<file path="src/hw/rtl/mst_pkg.sv">
`default_nettype none

package mst_pkg;

    // action codes carried on s_tuser
    localparam logic [2:0] ACT_TOUCH            = 3'd0;
    localparam logic [2:0] ACT_RELEASE          = 3'd1;
    localparam logic [2:0] ACT_CLEAR_ACTIVE     = 3'd2;
    localparam logic [2:0] ACT_RELEASE_INACTIVE = 3'd3;
    localparam logic [2:0] ACT_RELEASE_ALL      = 3'd4;

    localparam int ACTION_W = 3;
    localparam int FINGER_W = 32;
    localparam int COORD_W  = 16;
    localparam int SLOT_W   = 4;

    // at most this many result beats per input beat
    localparam int RESULT_LIMIT = 16;
    localparam int RES_CNT_W    = $clog2(RESULT_LIMIT + 1);

    localparam int IN_DATA_W  = FINGER_W + 2 * COORD_W;
    localparam int OUT_DATA_W = ((SLOT_W + 2 * COORD_W + 7) / 8) * 8;

    typedef logic [COORD_W-1:0] coord_t;

endpackage

`default_nettype wire

</file>
<file path="src/hw/rtl/multitouch_slot_tracker.sv">
`default_nettype none

// Channel   Dir  Beat fields (low bit up)                      Handshake
// s_*       in   tdata: finger, x_pos, y_pos; tuser: action    s_tvalid & s_tready
// m_*       out  tdata: slot, x_out, y_out, pad; tuser: pressed;
//                tlast: last                                    m_tvalid & m_tready
//
// Touch and release walk the finger-id memory through its single read port, one
// slot a cycle; the result then waits to be handed over while the output stalls.
// Release-inactive and release-all step over the flag registers, one slot a cycle
// unless a stalled output holds a slot to be freed. Clear-active clears every active
// flag and stays idle.
// Reset clears the enabled and active flags at once; the id memory is not cleared,
// since an entry is only compared while its enabled flag is set.
// A result waits in the output register while the next beat is taken; a stalled
// output holds the hand-off or the bulk walk until m_tready frees the register.

module multitouch_slot_tracker #(
    parameter int SLOT_COUNT = 16
) (
    input  wire                             clk,
    input  wire                             rst_n,

    input  wire                             s_tvalid,
    output logic                            s_tready,
    input  wire  [mst_pkg::IN_DATA_W-1:0]   s_tdata,   // finger, x_pos, y_pos
    input  wire  [mst_pkg::ACTION_W-1:0]    s_tuser,   // action

    output logic                            m_tvalid,
    input  wire                             m_tready,
    output logic [mst_pkg::OUT_DATA_W-1:0]  m_tdata,   // slot, x_out, y_out, zero pad
    output logic                            m_tuser,   // pressed
    output logic                            m_tlast    // last
);

    localparam int IDX_W = (SLOT_COUNT > 1) ? $clog2(SLOT_COUNT) : 1;
    localparam int CNT_W = $clog2(SLOT_COUNT + 1) > 0 ? $clog2(SLOT_COUNT + 1) : 1;
    localparam int PAD_W = mst_pkg::OUT_DATA_W - mst_pkg::SLOT_W - 2 * mst_pkg::COORD_W;

    localparam logic [1:0] ST_IDLE = 2'd0;
    localparam logic [1:0] ST_SCAN = 2'd1;   // id lookup over the memory
    localparam logic [1:0] ST_PUT  = 2'd2;   // hand lookup result to output
    localparam logic [1:0] ST_BULK = 2'd3;   // bulk release walk

    // finger id store, one read port and one write port
    logic [mst_pkg::FINGER_W-1:0] finger_mem [SLOT_COUNT];
    logic [mst_pkg::FINGER_W-1:0] mem_q;
    logic [IDX_W-1:0]             rd_addr;
    logic                         mem_we;
    logic [IDX_W-1:0]             wr_addr;

    logic [1:0]                    state_reg, state_next;
    logic [SLOT_COUNT-1:0]         enabled_reg, enabled_next;
    logic [SLOT_COUNT-1:0]         active_reg, active_next;
    logic                          is_touch_reg, is_touch_next;
    logic                          only_inact_reg, only_inact_next;
    logic [mst_pkg::FINGER_W-1:0]  id_reg, id_next;
    mst_pkg::coord_t               x_reg, x_next, y_reg, y_next;
    logic [CNT_W-1:0]              scan_reg, scan_next;      // next address to read / bulk slot
    logic                          rd_valid_reg, rd_valid_next;
    logic [IDX_W-1:0]              rd_idx_reg, rd_idx_next;  // slot that mem_q belongs to
    logic                          free_found_reg, free_found_next;
    logic [IDX_W-1:0]              free_idx_reg, free_idx_next;
    logic [mst_pkg::RES_CNT_W-1:0] n_reg, n_next;

    // pending lookup result
    logic [IDX_W-1:0]              res_slot_reg, res_slot_next;
    logic                          res_press_reg, res_press_next;

    // output register
    logic                          out_valid_reg, out_valid_next;
    logic [mst_pkg::SLOT_W-1:0]    out_slot_reg, out_slot_next;
    logic                          out_press_reg, out_press_next;
    mst_pkg::coord_t               out_x_reg, out_x_next, out_y_reg, out_y_next;
    logic                          out_last_reg, out_last_next;

    logic                          out_free;
    logic                          hit;
    logic                          scan_end;
    logic [SLOT_COUNT-1:0]         cand;
    logic [SLOT_COUNT-1:0]         above;
    logic [IDX_W-1:0]              bulk_idx;

    always_ff @(posedge clk)
    begin
        if (mem_we)
        begin
            finger_mem[wr_addr] <= id_reg;
        end
        mem_q <= finger_mem[rd_addr];
    end

    assign out_free = !out_valid_reg || m_tready;
    assign s_tready = (state_reg == ST_IDLE);
    assign bulk_idx = scan_reg[IDX_W-1:0];

    assign hit      = rd_valid_reg && enabled_reg[rd_idx_reg] && (mem_q == id_reg);
    assign scan_end = rd_valid_reg && (hit || rd_idx_reg == IDX_W'(SLOT_COUNT - 1));

    // slots a bulk pass would free; freed slots lie below the walk, so live flags do
    assign cand = only_inact_reg ? (enabled_reg & ~active_reg) : enabled_reg;

    always_comb
    begin
        for (int j = 0; j < SLOT_COUNT; j++)
        begin
            above[j] = (CNT_W'(j) > scan_reg);
        end
    end

    always_comb
    begin
        state_next      = state_reg;
        enabled_next    = enabled_reg;
        active_next     = active_reg;
        is_touch_next   = is_touch_reg;
        only_inact_next = only_inact_reg;
        id_next         = id_reg;
        x_next          = x_reg;
        y_next          = y_reg;
        scan_next       = scan_reg;
        rd_valid_next   = 1'b0;
        rd_idx_next     = rd_idx_reg;
        free_found_next = free_found_reg;
        free_idx_next   = free_idx_reg;
        n_next          = n_reg;
        res_slot_next   = res_slot_reg;
        res_press_next  = res_press_reg;
        out_valid_next  = out_valid_reg && !m_tready;
        out_slot_next   = out_slot_reg;
        out_press_next  = out_press_reg;
        out_x_next      = out_x_reg;
        out_y_next      = out_y_reg;
        out_last_next   = out_last_reg;
        rd_addr         = scan_reg[IDX_W-1:0];
        mem_we          = 1'b0;
        wr_addr         = free_idx_reg;

        unique case (state_reg)
            ST_IDLE:
            begin
                if (s_tvalid)
                begin
                    id_next         = s_tdata[mst_pkg::FINGER_W-1:0];
                    x_next          = s_tdata[mst_pkg::FINGER_W +: mst_pkg::COORD_W];
                    y_next          = s_tdata[mst_pkg::FINGER_W + mst_pkg::COORD_W +:
                                              mst_pkg::COORD_W];
                    scan_next       = '0;
                    free_found_next = 1'b0;
                    n_next          = '0;
                    unique case (s_tuser)
                        mst_pkg::ACT_TOUCH, mst_pkg::ACT_RELEASE:
                        begin
                            is_touch_next = (s_tuser == mst_pkg::ACT_TOUCH);
                            state_next    = ST_SCAN;
                        end
                        mst_pkg::ACT_CLEAR_ACTIVE:
                        begin
                            active_next = '0;
                        end
                        mst_pkg::ACT_RELEASE_INACTIVE, mst_pkg::ACT_RELEASE_ALL:
                        begin
                            only_inact_next = (s_tuser == mst_pkg::ACT_RELEASE_INACTIVE);
                            state_next      = ST_BULK;
                        end
                        default:
                        begin
                            // unused codes are dropped
                        end
                    endcase
                end
            end

            ST_SCAN:
            begin
                // issue reads ahead, compare the slot read in the last cycle
                if (scan_reg < CNT_W'(SLOT_COUNT))
                begin
                    rd_valid_next = 1'b1;
                    rd_idx_next   = scan_reg[IDX_W-1:0];
                    scan_next     = scan_reg + 1'b1;
                end
                if (rd_valid_reg && !enabled_reg[rd_idx_reg] && !free_found_reg)
                begin
                    free_found_next = 1'b1;
                    free_idx_next   = rd_idx_reg;
                end
                if (scan_end)
                begin
                    rd_valid_next = 1'b0;
                    state_next    = ST_IDLE;
                    if (is_touch_reg)
                    begin
                        if (hit)
                        begin
                            active_next[rd_idx_reg] = 1'b1;
                            res_slot_next           = rd_idx_reg;
                            res_press_next          = 1'b1;
                            state_next              = ST_PUT;
                        end
                        else if (free_found_reg || !enabled_reg[rd_idx_reg])
                        begin
                            // new finger takes the lowest free slot
                            wr_addr                 = free_found_reg ? free_idx_reg
                                                                     : rd_idx_reg;
                            mem_we                  = 1'b1;
                            enabled_next[wr_addr]   = 1'b1;
                            active_next[wr_addr]    = 1'b1;
                            res_slot_next           = wr_addr;
                            res_press_next          = 1'b1;
                            state_next              = ST_PUT;
                        end
                    end
                    else if (hit)
                    begin
                        enabled_next[rd_idx_reg] = 1'b0;
                        res_slot_next            = rd_idx_reg;
                        res_press_next           = 1'b0;
                        state_next               = ST_PUT;
                    end
                end
            end

            ST_PUT:
            begin
                if (out_free)
                begin
                    out_valid_next = 1'b1;
                    out_slot_next  = mst_pkg::SLOT_W'(res_slot_reg);
                    out_press_next = res_press_reg;
                    out_x_next     = res_press_reg ? x_reg : '0;
                    out_y_next     = res_press_reg ? y_reg : '0;
                    out_last_next  = 1'b1;
                    state_next     = ST_IDLE;
                end
            end

            ST_BULK:
            begin
                if (scan_reg >= CNT_W'(SLOT_COUNT) ||
                    n_reg == mst_pkg::RES_CNT_W'(mst_pkg::RESULT_LIMIT))
                begin
                    state_next = ST_IDLE;
                end
                else if (!cand[bulk_idx])
                begin
                    scan_next = scan_reg + 1'b1;
                end
                else if (out_free)
                begin
                    enabled_next[bulk_idx] = 1'b0;
                    out_valid_next = 1'b1;
                    out_slot_next  = mst_pkg::SLOT_W'(bulk_idx);
                    out_press_next = 1'b0;
                    out_x_next     = '0;
                    out_y_next     = '0;
                    // last when the budget runs out or nothing is left above
                    out_last_next  = (n_reg == mst_pkg::RES_CNT_W'(mst_pkg::RESULT_LIMIT - 1))
                                     || ((cand & above) == '0);
                    n_next         = n_reg + 1'b1;
                    scan_next      = scan_reg + 1'b1;
                end
            end

            default:
            begin
                state_next = ST_IDLE;
            end
        endcase
    end

    always_ff @(posedge clk or negedge rst_n)
    begin
        if (!rst_n)
        begin
            state_reg      <= ST_IDLE;
            enabled_reg    <= '0;
            active_reg     <= '0;
            rd_valid_reg   <= 1'b0;
            out_valid_reg  <= 1'b0;
        end
        else
        begin
            state_reg      <= state_next;
            enabled_reg    <= enabled_next;
            active_reg     <= active_next;
            rd_valid_reg   <= rd_valid_next;
            out_valid_reg  <= out_valid_next;
        end
    end

    always_ff @(posedge clk)
    begin
        is_touch_reg   <= is_touch_next;
        only_inact_reg <= only_inact_next;
        id_reg         <= id_next;
        x_reg          <= x_next;
        y_reg          <= y_next;
        scan_reg       <= scan_next;
        rd_idx_reg     <= rd_idx_next;
        free_found_reg <= free_found_next;
        free_idx_reg   <= free_idx_next;
        n_reg          <= n_next;
        res_slot_reg   <= res_slot_next;
        res_press_reg  <= res_press_next;
        out_slot_reg   <= out_slot_next;
        out_press_reg  <= out_press_next;
        out_x_reg      <= out_x_next;
        out_y_reg      <= out_y_next;
        out_last_reg   <= out_last_next;
    end

    assign m_tvalid = out_valid_reg;
    assign m_tdata  = {{PAD_W{1'b0}}, out_y_reg, out_x_reg, out_slot_reg};
    assign m_tuser  = out_press_reg;
    assign m_tlast  = out_last_reg;

endmodule

`default_nettype wire

</file>
<file path="config.mk">
export PLATFORM = sky130hd
export DESIGN_NAME = multitouch_slot_tracker
export DESIGN_NICKNAME = d
export VERILOG_FILES = /design/src/hw/rtl/mst_pkg.sv /design/src/hw/rtl/multitouch_slot_tracker.sv
export SDC_FILE = /design/constraint.sdc
export NUM_CORES = 1
export LEC_CHECK = 0
export BUFFER_PORTS_ARGS = -buffer_cell sky130_fd_sc_hd__buf_2
export CORE_MARGIN = 2
export CORE_UTILIZATION = 60
export CTS_CLUSTER_SIZE = 28
export DETAILED_ROUTE_END_ITERATION = 8
export PLACE_DENSITY = 0.88
export SLEW_MARGIN = 25
export SYNTH_ARGS = -nofsm -noshare
export SYNTH_HDL_FRONTEND = slang
export SYNTH_SLANG_ARGS = --single-unit
</file>
<file path="constraint.sdc">
create_clock -name clk -period 13.79 [get_ports clk]
set_clock_uncertainty 0.1 [all_clocks]
set_input_delay 0.6895 -clock clk [delete_from_list [all_inputs] [get_ports clk]]
set_output_delay 0.6895 -clock clk [all_outputs]
set_load 0.02 [all_outputs]
</file>
# Yosys cells after proc, flatten, opt, wreduce, memory -nomap -nowiden

Memories as Yosys holds them, arrays and structs flattened. A register that Yosys moved wholly into a read port is not among the register bits.
Index checks and enable logic that the tools add are counted.

Register bits after elaboration: 164
RAM bits: 512
Input port bits: 71
Output and inout bits: 44
Memories kept: 1

Add/subtract/negate cells: 2
$lt $le $gt $ge: 24
Eq/ne operators: 27
Mux-type cells: 102
Bitwise gates (word level): 10
Reduce and logical (&&, ||, !) cells: 43

Memory list:

| name       | depth | bits a word | read ports | clocked after memory_dff | write ports | line                          | source |
|---|---|---|---|---|---|---|---|
| finger_mem | 16    | 32          | 1          | 1                        | 1           | multitouch_slot_tracker.sv:46 | `logic [mst_pkg::FINGER_W-1:0] finger_mem [SLOT_COUNT];` |

Operator list:

| kind                                                                                | count |
|---|---|
| 16-bit 2-to-1 mux                                                                   | 22 |
| 16-bit one-hot mux with 2 select lines                                              | 4 |
| 16-bit bitwise AND                                                                  | 4 |
| 4-bit 2-to-1 mux                                                                    | 14 |
| 16-bit NOT                                                                          | 3 |
| 16-bit OR                                                                           | 3 |
| 4-bit by 5-bit greater-than comparator with 1-bit output, first input constant      | 8 |
| 5-bit 2-to-1 mux                                                                    | 8 |
| 32-bit == test                                                                      | 1 |
| 1-bit 2-to-1 mux                                                                    | 32 |
| 3-bit by 5-bit greater-than comparator with 1-bit output, first input constant      | 4 |
| 2-bit inequality test, second input constant                                        | 10 |
| 5-bit AND reduction                                                                 | 4 |
| 16-bit zero test                                                                    | 1 |
| 2-bit 2-to-1 mux                                                                    | 8 |
| 4-bit by 5-bit less-than comparator with 1-bit output, second input constant        | 3 |
| 5-bit one-hot mux with 3 select lines                                               | 1 |
| 1-bit demux with 4-bit select                                                       | 3 |
| 4-bit by 1-bit greater-or-equal comparator with 1-bit output, second input constant | 3 |
| 3-bit inequality test, second input constant                                        | 4 |
| 2-bit nonzero test                                                                  | 6 |
| 5-bit by 1-bit adder with 5-bit output, second input constant                       | 2 |
| 1-bit by 5-bit greater-than comparator with 1-bit output, first input constant      | 2 |
| 2-bit by 5-bit greater-than comparator with 1-bit output, first input constant      | 2 |
| 30 further kinds                                                                    | 56 |

# Logic depth before layout (Yosys ltp)

Gate-level depths: netlist of run 1.

Word-level depth: 11
Gate-level depth with buffers: 14
Gate-level depth less buffers: 8

# Worst setup path before layout of run 1

No wires, ideal clock.

Path kind: register to register
Start: register rd_idx_reg[1]
End: memory finger_mem[15][0] in the netlist's numbering, enable pin
Data arrival time: 4.769 ns
Required time: 13.189 ns
Path slack: 8.420 ns
Stages on the path, launching flop included: 8
Clock period less this slack: 5.370 ns
Path through: edfxtp_1 buf_4 mux4_2 mux2i_1 mux2_2 nor3_2 buf_2 nor4_1

Longest elaborated chain between the ends: 11
Elaborated cells between the ends (all ways): 22

Ends and longest elaborated chain:

| what                                      | line                                                          | source |
|---|---|---|
| start: declaration                        | multitouch_slot_tracker.sv:61                                 | `logic [IDX_W-1:0] rd_idx_reg, rd_idx_next;` |
| start signal: assignment                  | multitouch_slot_tracker.sv:300                                | `rd_idx_reg <= rd_idx_next;` |
| 1-bit binary-select mux with 4-bit select | multitouch_slot_tracker.sv:97, multitouch_slot_tracker.sv:201 |  |
| 1-bit 2-to-1 mux (not written as such)    | multitouch_slot_tracker.sv:97, multitouch_slot_tracker.sv:201 |  |
| 1-bit zero test                           | multitouch_slot_tracker.sv:201                                | `else if (free_found_reg \|\| !enabled_reg[rd_idx_reg])` |
| 1-bit logical OR                          | multitouch_slot_tracker.sv:201                                |  |
| 1-bit 2-to-1 mux                          | multitouch_slot_tracker.sv:201                                |  |
| 1-bit 2-to-1 mux                          | multitouch_slot_tracker.sv:194                                | `if (hit)` |
| 1-bit 2-to-1 mux                          | multitouch_slot_tracker.sv:192                                | `if (is_touch_reg)` |
| 1-bit 2-to-1 mux                          | multitouch_slot_tracker.sv:188                                | `if (scan_end)` |
| 1-bit 2-to-1 mux                          | multitouch_slot_tracker.sv:139                                | `unique case (state_reg)` |
| 1-bit 2-to-1 mux                          | multitouch_slot_tracker.sv:86                                 | `if (mem_we)` |
| 1-bit 2-to-1 mux (not written as such)    | multitouch_slot_tracker.sv:88                                 | `finger_mem[wr_addr] <= id_reg;` |
| end: declaration                          | multitouch_slot_tracker.sv:46                                 |  |

Parallel ways exist; a longest one is shown, timed or not. The select of a mux whose other input is x is not followed.

# Worst setup path in the final report of run 1

Start: register scan_reg[1]
End: register enabled_reg[14]

Longest elaborated chain between the ends: 10
Elaborated cells between the ends (all ways): 18

Ends and longest elaborated chain:

| what                                                                                                                                                        | line                           | source |
|---|---|---|
| start: declaration                                                                                                                                          | multitouch_slot_tracker.sv:59  | `logic [CNT_W-1:0] scan_reg, scan_next;` |
| start signal: assignment                                                                                                                                    | multitouch_slot_tracker.sv:299 | `scan_reg <= scan_next;` |
| 4-bit by 5-bit less-than comparator with 1-bit output (not written as such) or 4-bit by 1-bit greater-or-equal comparator with 1-bit output (tied branches) | multitouch_slot_tracker.sv:251 | `enabled_next[bulk_idx] = 1'b0;` |
| 1-bit logical AND (not written as such)                                                                                                                     | multitouch_slot_tracker.sv:251 |  |
| 1-bit 2-to-1 mux (not written as such)                                                                                                                      | multitouch_slot_tracker.sv:251 |  |
| 1-bit demux with 4-bit select                                                                                                                               | multitouch_slot_tracker.sv:251 |  |
| 16-bit NOT (no line)                                                                                                                                        | n/a                            |  |
| 16-bit bitwise AND (no line)                                                                                                                                | n/a                            |  |
| 16-bit 2-to-1 mux                                                                                                                                           | multitouch_slot_tracker.sv:249 | `else if (out_free)` |
| 16-bit 2-to-1 mux                                                                                                                                           | multitouch_slot_tracker.sv:245 | `else if (!cand[bulk_idx])` |
| 16-bit 2-to-1 mux                                                                                                                                           | multitouch_slot_tracker.sv:240 | `if (scan_reg >= CNT_W'(SLOT_COUNT) \|\|` |
| 16-bit one-hot mux with 2 select lines                                                                                                                      | multitouch_slot_tracker.sv:139 |  |
| end signal: assignment                                                                                                                                      | multitouch_slot_tracker.sv:285 | `enabled_reg <= enabled_next;` |
| end: declaration                                                                                                                                            | multitouch_slot_tracker.sv:53  | `logic [SLOT_COUNT-1:0] enabled_reg, enabled_next;` |

Parallel ways exist; a longest one is shown, timed or not. The select of a mux whose other input is x is not followed.
A chain may end at the register's enable or synchronous reset.

==> out/results.md, run 1 <==
| Quantity | This run | Unit |
| --- | --- | --- |
| Post-Synthesis Cells | 1,857 | - |
| Detailed-routing iteration count for the pre-antenna-repair pass | 7 | - |
| Setup Viol. Count Final | 0 | - |
| Port-buffer cells | 110 | - |
| Most common cell in the synthesized netlist | sky130_fd_sc_hd__edfxtp_1 | - |
| Top_reg_cell synth | sky130_fd_sc_hd__edfxtp_1 | - |
| ANT cells | 0 | - |
| DIE HEIGHT | 220.5 | µm |
| Max Fclk | 202.3 | MHz |
| Power per Cell Area | 202.5 | nW/µm² |
| Max FFs per register | 512 | - |
| Post-cts gate resize count | 0 | - |
| Avg Synthesized Cell Area | 15.15 | µm² |
| Clock transition at path regs | 0.07 | ns |
| Clock tree from TritonCTS | yes | - |
| Sum Neg Setup Slack | 0 | ns |
| Via density per instance | 6.732 | - |
| Number of nets with antenna violations after routing | 0 | - |
| Total number of H-tree levels | 3 | - |
| Final Worst Setup Slack | 8.846 | ns |
| Most numerous cell types in the synthesized netlist | sky130_fd_sc_hd__edfxtp_1, sky130_fd_sc_hd__nand2_1, sky130_fd_sc_hd__nor2_1, sky130_fd_sc_hd__a21oi_1, sky130_fd_sc_hd__mux2i_1 | - |
| Number of buffers created by CTS | 68 | - |
| Register area | 20,760 | µm² |
| Multi-input logic area | 6984 | µm² |
| Core ar. | 46,460 | µm² |
| Crit path DAT | 5.31 | ns |
| Number of maximum-capacitance constraint violations | 0 | - |
| Starting density of the core | 60.56 | % |
| Portion of the post-synthesis area used by sequential elements | 73.79 | % |
| Post-Place Worst Slack | 9.006 | ns |
| Horizontal die dimension | 220.5 | µm |
| Largest net degree at the start of global routing | 67 | - |
| Number of library cell types mapped by synthesis | 74 | - |
| Number of fillers in the final layout | 2,935 | - |
| Vias after detailed routing | 17,740 | - |
| Aggregate global-route resource usage | 30.67 | % |
| DP HPWL | 40,630 | µm |
| Status | finished, final reports clean | - |
| Hold_buf cts | 0 | - |
| Total Die Area | 48,640 | µm² |
| Placer's final routability congestion estimate | 0.9154 | - |
| Standard cell area after detailed placement | 29,430 | µm² |
| Global-route congestion overflow total | 0 | - |
| Clock Tree Root | sky130_fd_sc_hd__clkbuf_16 | - |
| Final-layout worst hold slack | 0.1040 | ns |
| Endpoints failing hold | 0 | - |
| Post-synthesis to final-layout area growth | 12.23 | % |
| Total clock sinks | 708 | - |
| Final instance area | 31,570 | µm² |
| Critical Path Start Type | flop | - |
| Data required time of the worst path | 14.16 | ns |
| Fraction of post-synthesis cell area in the top cell type by area | 68.31 | % |
| Max Slew Vio Count | 0 | - |
| Via count of the first global-routing pass | 17,650 | - |
| Number of standard cells in the final layout excluding fillers | 2,635 | - |
| Yosys top cell by area | sky130_fd_sc_hd__edfxtp_1 | - |
| CP Capture Type | flop | - |
| Final routed DRC violation total | 0 | - |
| Drt initial violations | 2,368 | - |
| Max transition margin | 30.91 | % |
| Final routed wire length divided by cell count | 28.00 | µm |
| Post-CTS repair timing setup buffer count | 0 | - |
| Number of placed I/O pins | 115 | - |
| Synthesized flop and latch total | 708 | - |
| Setup repair after global routing missed its margin | no | - |
| Synth area leaders | sky130_fd_sc_hd__edfxtp_1, sky130_fd_sc_hd__mux2i_1, sky130_fd_sc_hd__dfrtp_1 | - |
| DP Cell Count | 2,509 | - |
| Peak supply drop | 0.1874 | mV |
| Global-route wire length before repair | 108,700 | µm |
| Synth async-reset ratio | 5.085 | % |
| Antenna violations before repair | 0 | - |
| Largest buffer count on any clock path | 3 | - |
| Static power due to leakage | 10.80 | nW |
| Post-Syn Area | 28,130 | µm² |
| Total routed wirelength | 73,770 | µm |
| Number of enable-type register cells in the synthesized netlist | 640 | - |
| Crit-path max FO | 66 | - |
| Kind of critical path | reg2reg | - |
| Least-Margin Pin Slew | 1.032 | ns |
| Number of nets in the final layout | 2,051 | - |
| Cell Rows | 79 | - |
| Final Cycle Share | 35.85 | % |
| Min-delay worst type | in2async | - |
| Clk_lat worst skew | 0.62 | ns |
| Warnings from Yosys | 0 | - |
| Fraction of layout instances using a drive strength above 1 | 17.01 | % |
| Final critical delay including setup and external delays | 4.944 | ns |
[routing by layer]
metal	track usage, %	wire length (µm)	vias up
met5	0	0	-
met4	14.07	3442	0
met3	7.079	8466	260
met2	49.72	35870	1290
met1	39.82	25990	8750
li1	-	-	7439
[layout by cell type, fill, tap and decap left out, drive strengths merged, types with 10 or more instances in the layout]
cell type / instances
a21oi: 123
o21ai: 74
a22oi: 44
o221ai: 12
and3: 36
nor2: 127
nand2: 143
a221o: 18
inv: 21
nand4: 11
edfxtp: 640
nor3: 28
mux2: 49
dfxtp: 32
buf: 152
mux4: 10
a221oi: 34
nor4: 11
dfrtp: 36
a22o: 10
a31oi: 10
nor2b: 10
nand2b: 10
mux2i: 101
xor2: 18
clkinv: 22
nand3: 27
a21boi: 13
clkbuf: 99
xnor2: 14
[worst paths after layout]
kind,from,end,slack (ns),depth (start not counted)
max,scan_reg[1],enabled_reg[14],8.85,11
max reg2reg,scan_reg[1],enabled_reg[14],8.85,11
min reg2reg,active_reg[6],active_reg[6],0.42,2
min in group clk,s_tdata[16],id_reg[16],0.14,1
min,rst_n,enabled_reg[15],0.10,1
max in group asynchronous,rst_n,rd_valid_reg,12.91,1
[critical path: stages (launching register included)]
cell and delay [ns]:
sky130_fd_sc_hd__edfxtp_1 0.32, sky130_fd_sc_hd__buf_4 0.40, sky130_fd_sc_hd__buf_4 0.73, sky130_fd_sc_hd__and3b_1 0.27
sky130_fd_sc_hd__buf_4 0.42, sky130_fd_sc_hd__a22o_1 0.21, sky130_fd_sc_hd__nor3_1 0.05, sky130_fd_sc_hd__a32oi_1 0.38
sky130_fd_sc_hd__nor3_1 0.15, sky130_fd_sc_hd__a32oi_1 0.51, sky130_fd_sc_hd__or2_1 0.79, sky130_fd_sc_hd__mux2_2 0.41
[per-stage QoR]
step / util (%) / power [W]
final: 67.96 / 0.006394
after global routing: 67.96 / 0.006606
after CTS: 67.92 / 0.006362
after detailed placement: 63.36 / 0.004565
after global placement: 63.36 / 0.004500
after floorplan: - / 0.003953
[power breakdown]
part	internal [W]	leakage, nW	switching [W]	total (W)
logic	0.000587	3.20	0.00119	0.00178
clock network	0.000995	1.04	0.000798	0.00179
registers	0.00262	6.56	0.000204	0.00282
[area by class of cell]
class / instances / area share [%]
inverters: 19 / 0.2298
clock buffers: 99 / 5.924
flip-flops and latches: 708 / 65.75
clock inverters: 26 / 0.7886
well taps: 607 / 2.405
multi-input cells: 1024 / 22.12
repair buffers: 152 / 2.782
[cells by family (layout without fill, tap and decap cells)]
logic type | Yosys count | count (layout) | share of synthesized area, %
mux | 160 | 160 | 6.422
fa+ha+maj | 7 | 7 | 0.3113
compound gates | 400 | 400 | 9.660
flops | 708 | 708 | 73.79
xor+xnor | 32 | 32 | 0.9962
other cells | 1 | 4 | 0.01333
simple gates | 421 | 421 | 6.831
buf+inv | 128 | 296 | 1.975
(Power assumes the default switching activity.)
==> run 2: changes to the inputs <==
CORE_UTILIZATION = 55   (was 60)
PLACE_DENSITY = 0.85   (was 0.88)
clock period = 4.1 ns   (was 13.79 ns; I/O delays follow)
==> run 2 against run 1 <==
Against the previous run:
- global-route usage down 1.4 points
- combinational power rose to 3.7 times the previous value
- register-to-register slack worse by 8.6 ns
- utilization down 1.7 points
- non-clock buffer count up 131
- cell area up 5.7%
- critical endpoint is now finger_mem[4][0]
- highest routed layer unchanged
==> out/results.md, run 2 (same netlist as run 1, synthesis figures left out) <==
| Quantity | This run | Unit | Delta |
| --- | --- | --- | --- |
| Status | finished, final reports clean | - | unchanged |
| Number of buffers created by CTS | 72 | - | was 68 |
| Global-route congestion overflow total | 0 | - | unchanged |
| Final routed DRC violation total | 0 | - | unchanged |
| Total clock sinks | 708 | - | unchanged |
| Critical Path Start Type | flop | - | unchanged |
| Global-route wire length before repair | 114,900 | µm | was 108,700 µm |
| Endpoints failing hold | 0 | - | unchanged |
| Post-Place Worst Slack | 0.4397 | ns | was 9.006 ns |
| Met3 usage | 6.622 | % | was 7.079% |
| Via count of the first global-routing pass | 18,600 | - | was 17,650 |
| Family with the most delay on the worst path | simple AND/OR/NAND/NOR gates | - | was buffers and inverters |
| Most frequent cells in the layout | sky130_fd_sc_hd__edfxtp_1, sky130_fd_sc_hd__nand2_1, sky130_fd_sc_hd__a21oi_1, sky130_fd_sc_hd__buf_2, sky130_fd_sc_hd__nor2_1 | - | unchanged |
| Max Fclk | 260.8 | MHz | was 202.3 MHz |
| Number of nets in the final layout | 2,186 | - | was 2,051 |
| Max FFs per register | 512 | - | unchanged |
| Data required time of the worst path | 4.30 | ns | was 14.16 ns |
| Flop2flop setup slack | 0.27 | ns | was 8.85 ns |
| Total number of H-tree levels | 3 | - | unchanged |
| Antenna violations before repair | 0 | - | unchanged |
| Aggregate global-route resource usage | 29.22 | % | was 30.67% |
| Final routed wire length divided by cell count | 27.14 | µm | was 28.00 µm |
| Via density per instance | 6.514 | - | was 6.732 |
| Port-buffer cells | 110 | - | unchanged |
| Cell with the most instances on the worst path | sky130_fd_sc_hd__buf_4 | - | unchanged |
| Starting density of the core | 55.85 | % | was 60.56% |
| Cell with the largest stage delay on the worst path | sky130_fd_sc_hd__edfxtp_1 | - | was sky130_fd_sc_hd__or2_1 |
| Sum Neg Setup Slack | 0 | ns | unchanged |
| Crit-path max FO | 16 | - | was 66 |
| Most common library cell in the layout ignoring fill and taps | sky130_fd_sc_hd__edfxtp_1 | - | unchanged |
| Core ar. | 50,380 | µm² | was 46,460 µm² |
| Placer's final routability congestion estimate | 0.9893 | - | was 0.9154 |
| Max transition margin | 22.49 | % | was 30.91% |
| Kind of critical path | reg2reg | - | unchanged |
| Number of nets with antenna violations after routing | 0 | - | unchanged |
| Worst path depth | 11 | - | unchanged |
| Post-synthesis to final-layout area growth | 18.61 | % | was 12.23% |
| Horizontal die dimension | 230.2 | µm | was 220.5 µm |
| Worst setup path startpoint | rd_idx_reg[3] | - | was scan_reg[1] |
| Clock transition at path regs | 0.07 | ns | about the same |
| Vias after detailed routing | 18,490 | - | was 17,740 |
| CP Capture Type | flop | - | unchanged |
| Launching point of the worst reg2reg path | rd_idx_reg[3] | - | was scan_reg[1] |
| Final Worst Setup Slack | 0.2651 | ns | was 8.846 ns |
| Largest buffer count on any clock path | 3 | - | unchanged |
| Worst r2r dst | finger_mem[4][0] | - | was enabled_reg[14] |
| Final core area utilization | 66.24 | % | was 67.96% |
| Max Slew Vio Count | 0 | - | unchanged |
| Cell Rows | 82 | - | was 79 |
| Final critical delay including setup and external delays | 3.835 | ns | was 4.944 ns |
| Fraction of layout instances using a drive strength above 1 | 19.52 | % | was 17.01% |
| GR Util met2 | 47.29 | % | was 49.72% |
| Detailed-routing iteration count for the pre-antenna-repair pass | 6 | - | was 7 |
| Chain of cells forming the critical path | mux4_2 -> mux2i_1 -> mux2_2 -> or2_2 -> nand3_1 -> nor3_1 -> buf_4 -> nand2_1 -> buf_4 -> nor2_4 -> buf_12 | - | was buf_4 -> buf_4 -> and3b_1 -> buf_4 -> a22o_1 -> nor3_1 -> a32oi_1 -> nor3_1 -> a32oi_1 -> or2_1 -> mux2_2 |
| Total Die Area | 52,980 | µm² | was 48,640 µm² |
| DIE HEIGHT | 230.2 | µm | was 220.5 µm |
| Crit path DAT | 4.03 | ns | was 5.31 ns |
| DP HPWL | 44,580 | µm | was 40,630 µm |
| Power per Cell Area | 678.6 | nW/µm² | was 202.5 nW/µm² |
| Number of maximum-capacitance constraint violations | 0 | - | unchanged |
| Highest cell delay on the worst timing path | 0.81 | ns | was 0.79 ns |
| Total buffers and inverters traversed by the critical path | 3 | - | unchanged |
| Length in cells of the worst reg-to-reg path | 11 | - | unchanged |
| Total routed wirelength | 77,050 | µm | was 73,770 µm |
| Most heavily used metal layer in global routing | met2 | - | unchanged |
| Clk_lat worst skew | 0.64 | ns | was 0.62 ns |
| Final Cycle Share | 93.53 | % | was 35.85% |
| Peak supply drop | 0.4581 | mV | was 0.1874 mV |
| Static power due to leakage | 11.59 | nW | was 10.80 nW |
| ANT cells | 0 | - | unchanged |
| Fraction of met1 tracks used by global routing | 36.68 | % | was 39.82% |
| Setup repair after global routing missed its margin | no | - | unchanged |
| Clock Tree Root | sky130_fd_sc_hd__clkbuf_16 | - | unchanged |
| Critical Path Sink | finger_mem[4][0] | - | was enabled_reg[14] |
| Least-Margin Pin Slew | 1.161 | ns | was 1.032 ns |
| Min-delay worst type | in2reg | - | was in2async |
| Setup Viol. Count Final | 0 | - | unchanged |
| Number of placed I/O pins | 115 | - | unchanged |
| Largest net degree at the start of global routing | 72 | - | was 67 |
| Drt initial violations | 2,504 | - | was 2,368 |
| Clock tree from TritonCTS | yes | - | unchanged |
-- run 2: changes by cell type in the layout (fill, tap and decap cells not counted), moves of 3 or more --
cell,previous run,this run
sky130_fd_sc_hd__bufinv_16,2,6
sky130_fd_sc_hd__buf_12,1,21
sky130_fd_sc_hd__clkinv_1,4,9
sky130_fd_sc_hd__clkbuf_8,1,8
sky130_fd_sc_hd__clkbuf_16,70,73
sky130_fd_sc_hd__clkbuf_1,28,14
sky130_fd_sc_hd__buf_4,41,82
sky130_fd_sc_hd__clkinvlp_4,0,4
sky130_fd_sc_hd__dlygate4sd3_1,0,70
-- run 2: through the flow --
stage               cells  instance area, µm²  hold slack, ns  power, W
finish               2839               33370         0.03127   0.02265
floorplan            1860               28150         -0.1906   0.01330
global placement     2636               30250          0.2747   0.01556
global route         2839               33370         0.03862   0.02336
CTS                  2839               33370       0.0003361   0.02246
detailed placement   2636               30250          0.2739   0.01578
-- run 2: layout make-up --
cell class | count | area [µm²]
Sequential cell | 708 | 20760
Fill cell | 3198 | 17010
Multi-Input combinational cell | 1024 | 6988
Timing Repair Buffer | 283 | 2287
Clock buffer | 95 | 1989
Tap cell | 672 | 840.8
Clock inverter | 38 | 431.7
Inverter | 19 | 72.57
-- run 2: power breakdown --
| part | switching (W) | leakage [nW] | internal, W |
|---|---|---|---|
| combinational | 0.00438 | 3.85 | 0.00225 |
| clock | 0.00283 | 1.18 | 0.00384 |
| sequential | 0.000549 | 6.56 | 0.00880 |
| total | 0.00776 | 11.6 | 0.0149 |
-- run 2: worst min path at each step --
stage          depth (start not counted)              to      from
2_1_floorplan                          0   active_reg[0]     rst_n
3_3_place_gp                           1  enabled_reg[6]     rst_n
3_5_place_dp                           1  enabled_reg[6]     rst_n
4_1_cts                                4    state_reg[1]  s_tvalid
5_1_grt                                4    state_reg[1]  s_tvalid
6_report                               4    state_reg[1]  s_tvalid
-- run 2: repair_timing --
action,in CTS,in global routing
setup buffers,0,0
gates resized for setup,0,0
endpoints found under the hold margin,105,0
hold buffers,70,0
-- run 2: per-layer routing --
metal,wire length (µm),share of wire (%)
met1,26680,35
met2,36910,48
met3,8939,12
met4,4515,5.9
met5,0,0
-- run 2: worst register-to-register path: stages, from the launching register on --
cell and delay (ns):
sky130_fd_sc_hd__edfxtp_1 0.81, sky130_fd_sc_hd__mux4_2 0.40, sky130_fd_sc_hd__mux2i_1 0.19, sky130_fd_sc_hd__mux2_2 0.29
sky130_fd_sc_hd__or2_2 0.17, sky130_fd_sc_hd__nand3_1 0.15, sky130_fd_sc_hd__nor3_1 0.34, sky130_fd_sc_hd__buf_4 0.19
sky130_fd_sc_hd__nand2_1 0.09, sky130_fd_sc_hd__buf_4 0.20, sky130_fd_sc_hd__nor2_4 0.34, sky130_fd_sc_hd__buf_12 0.23
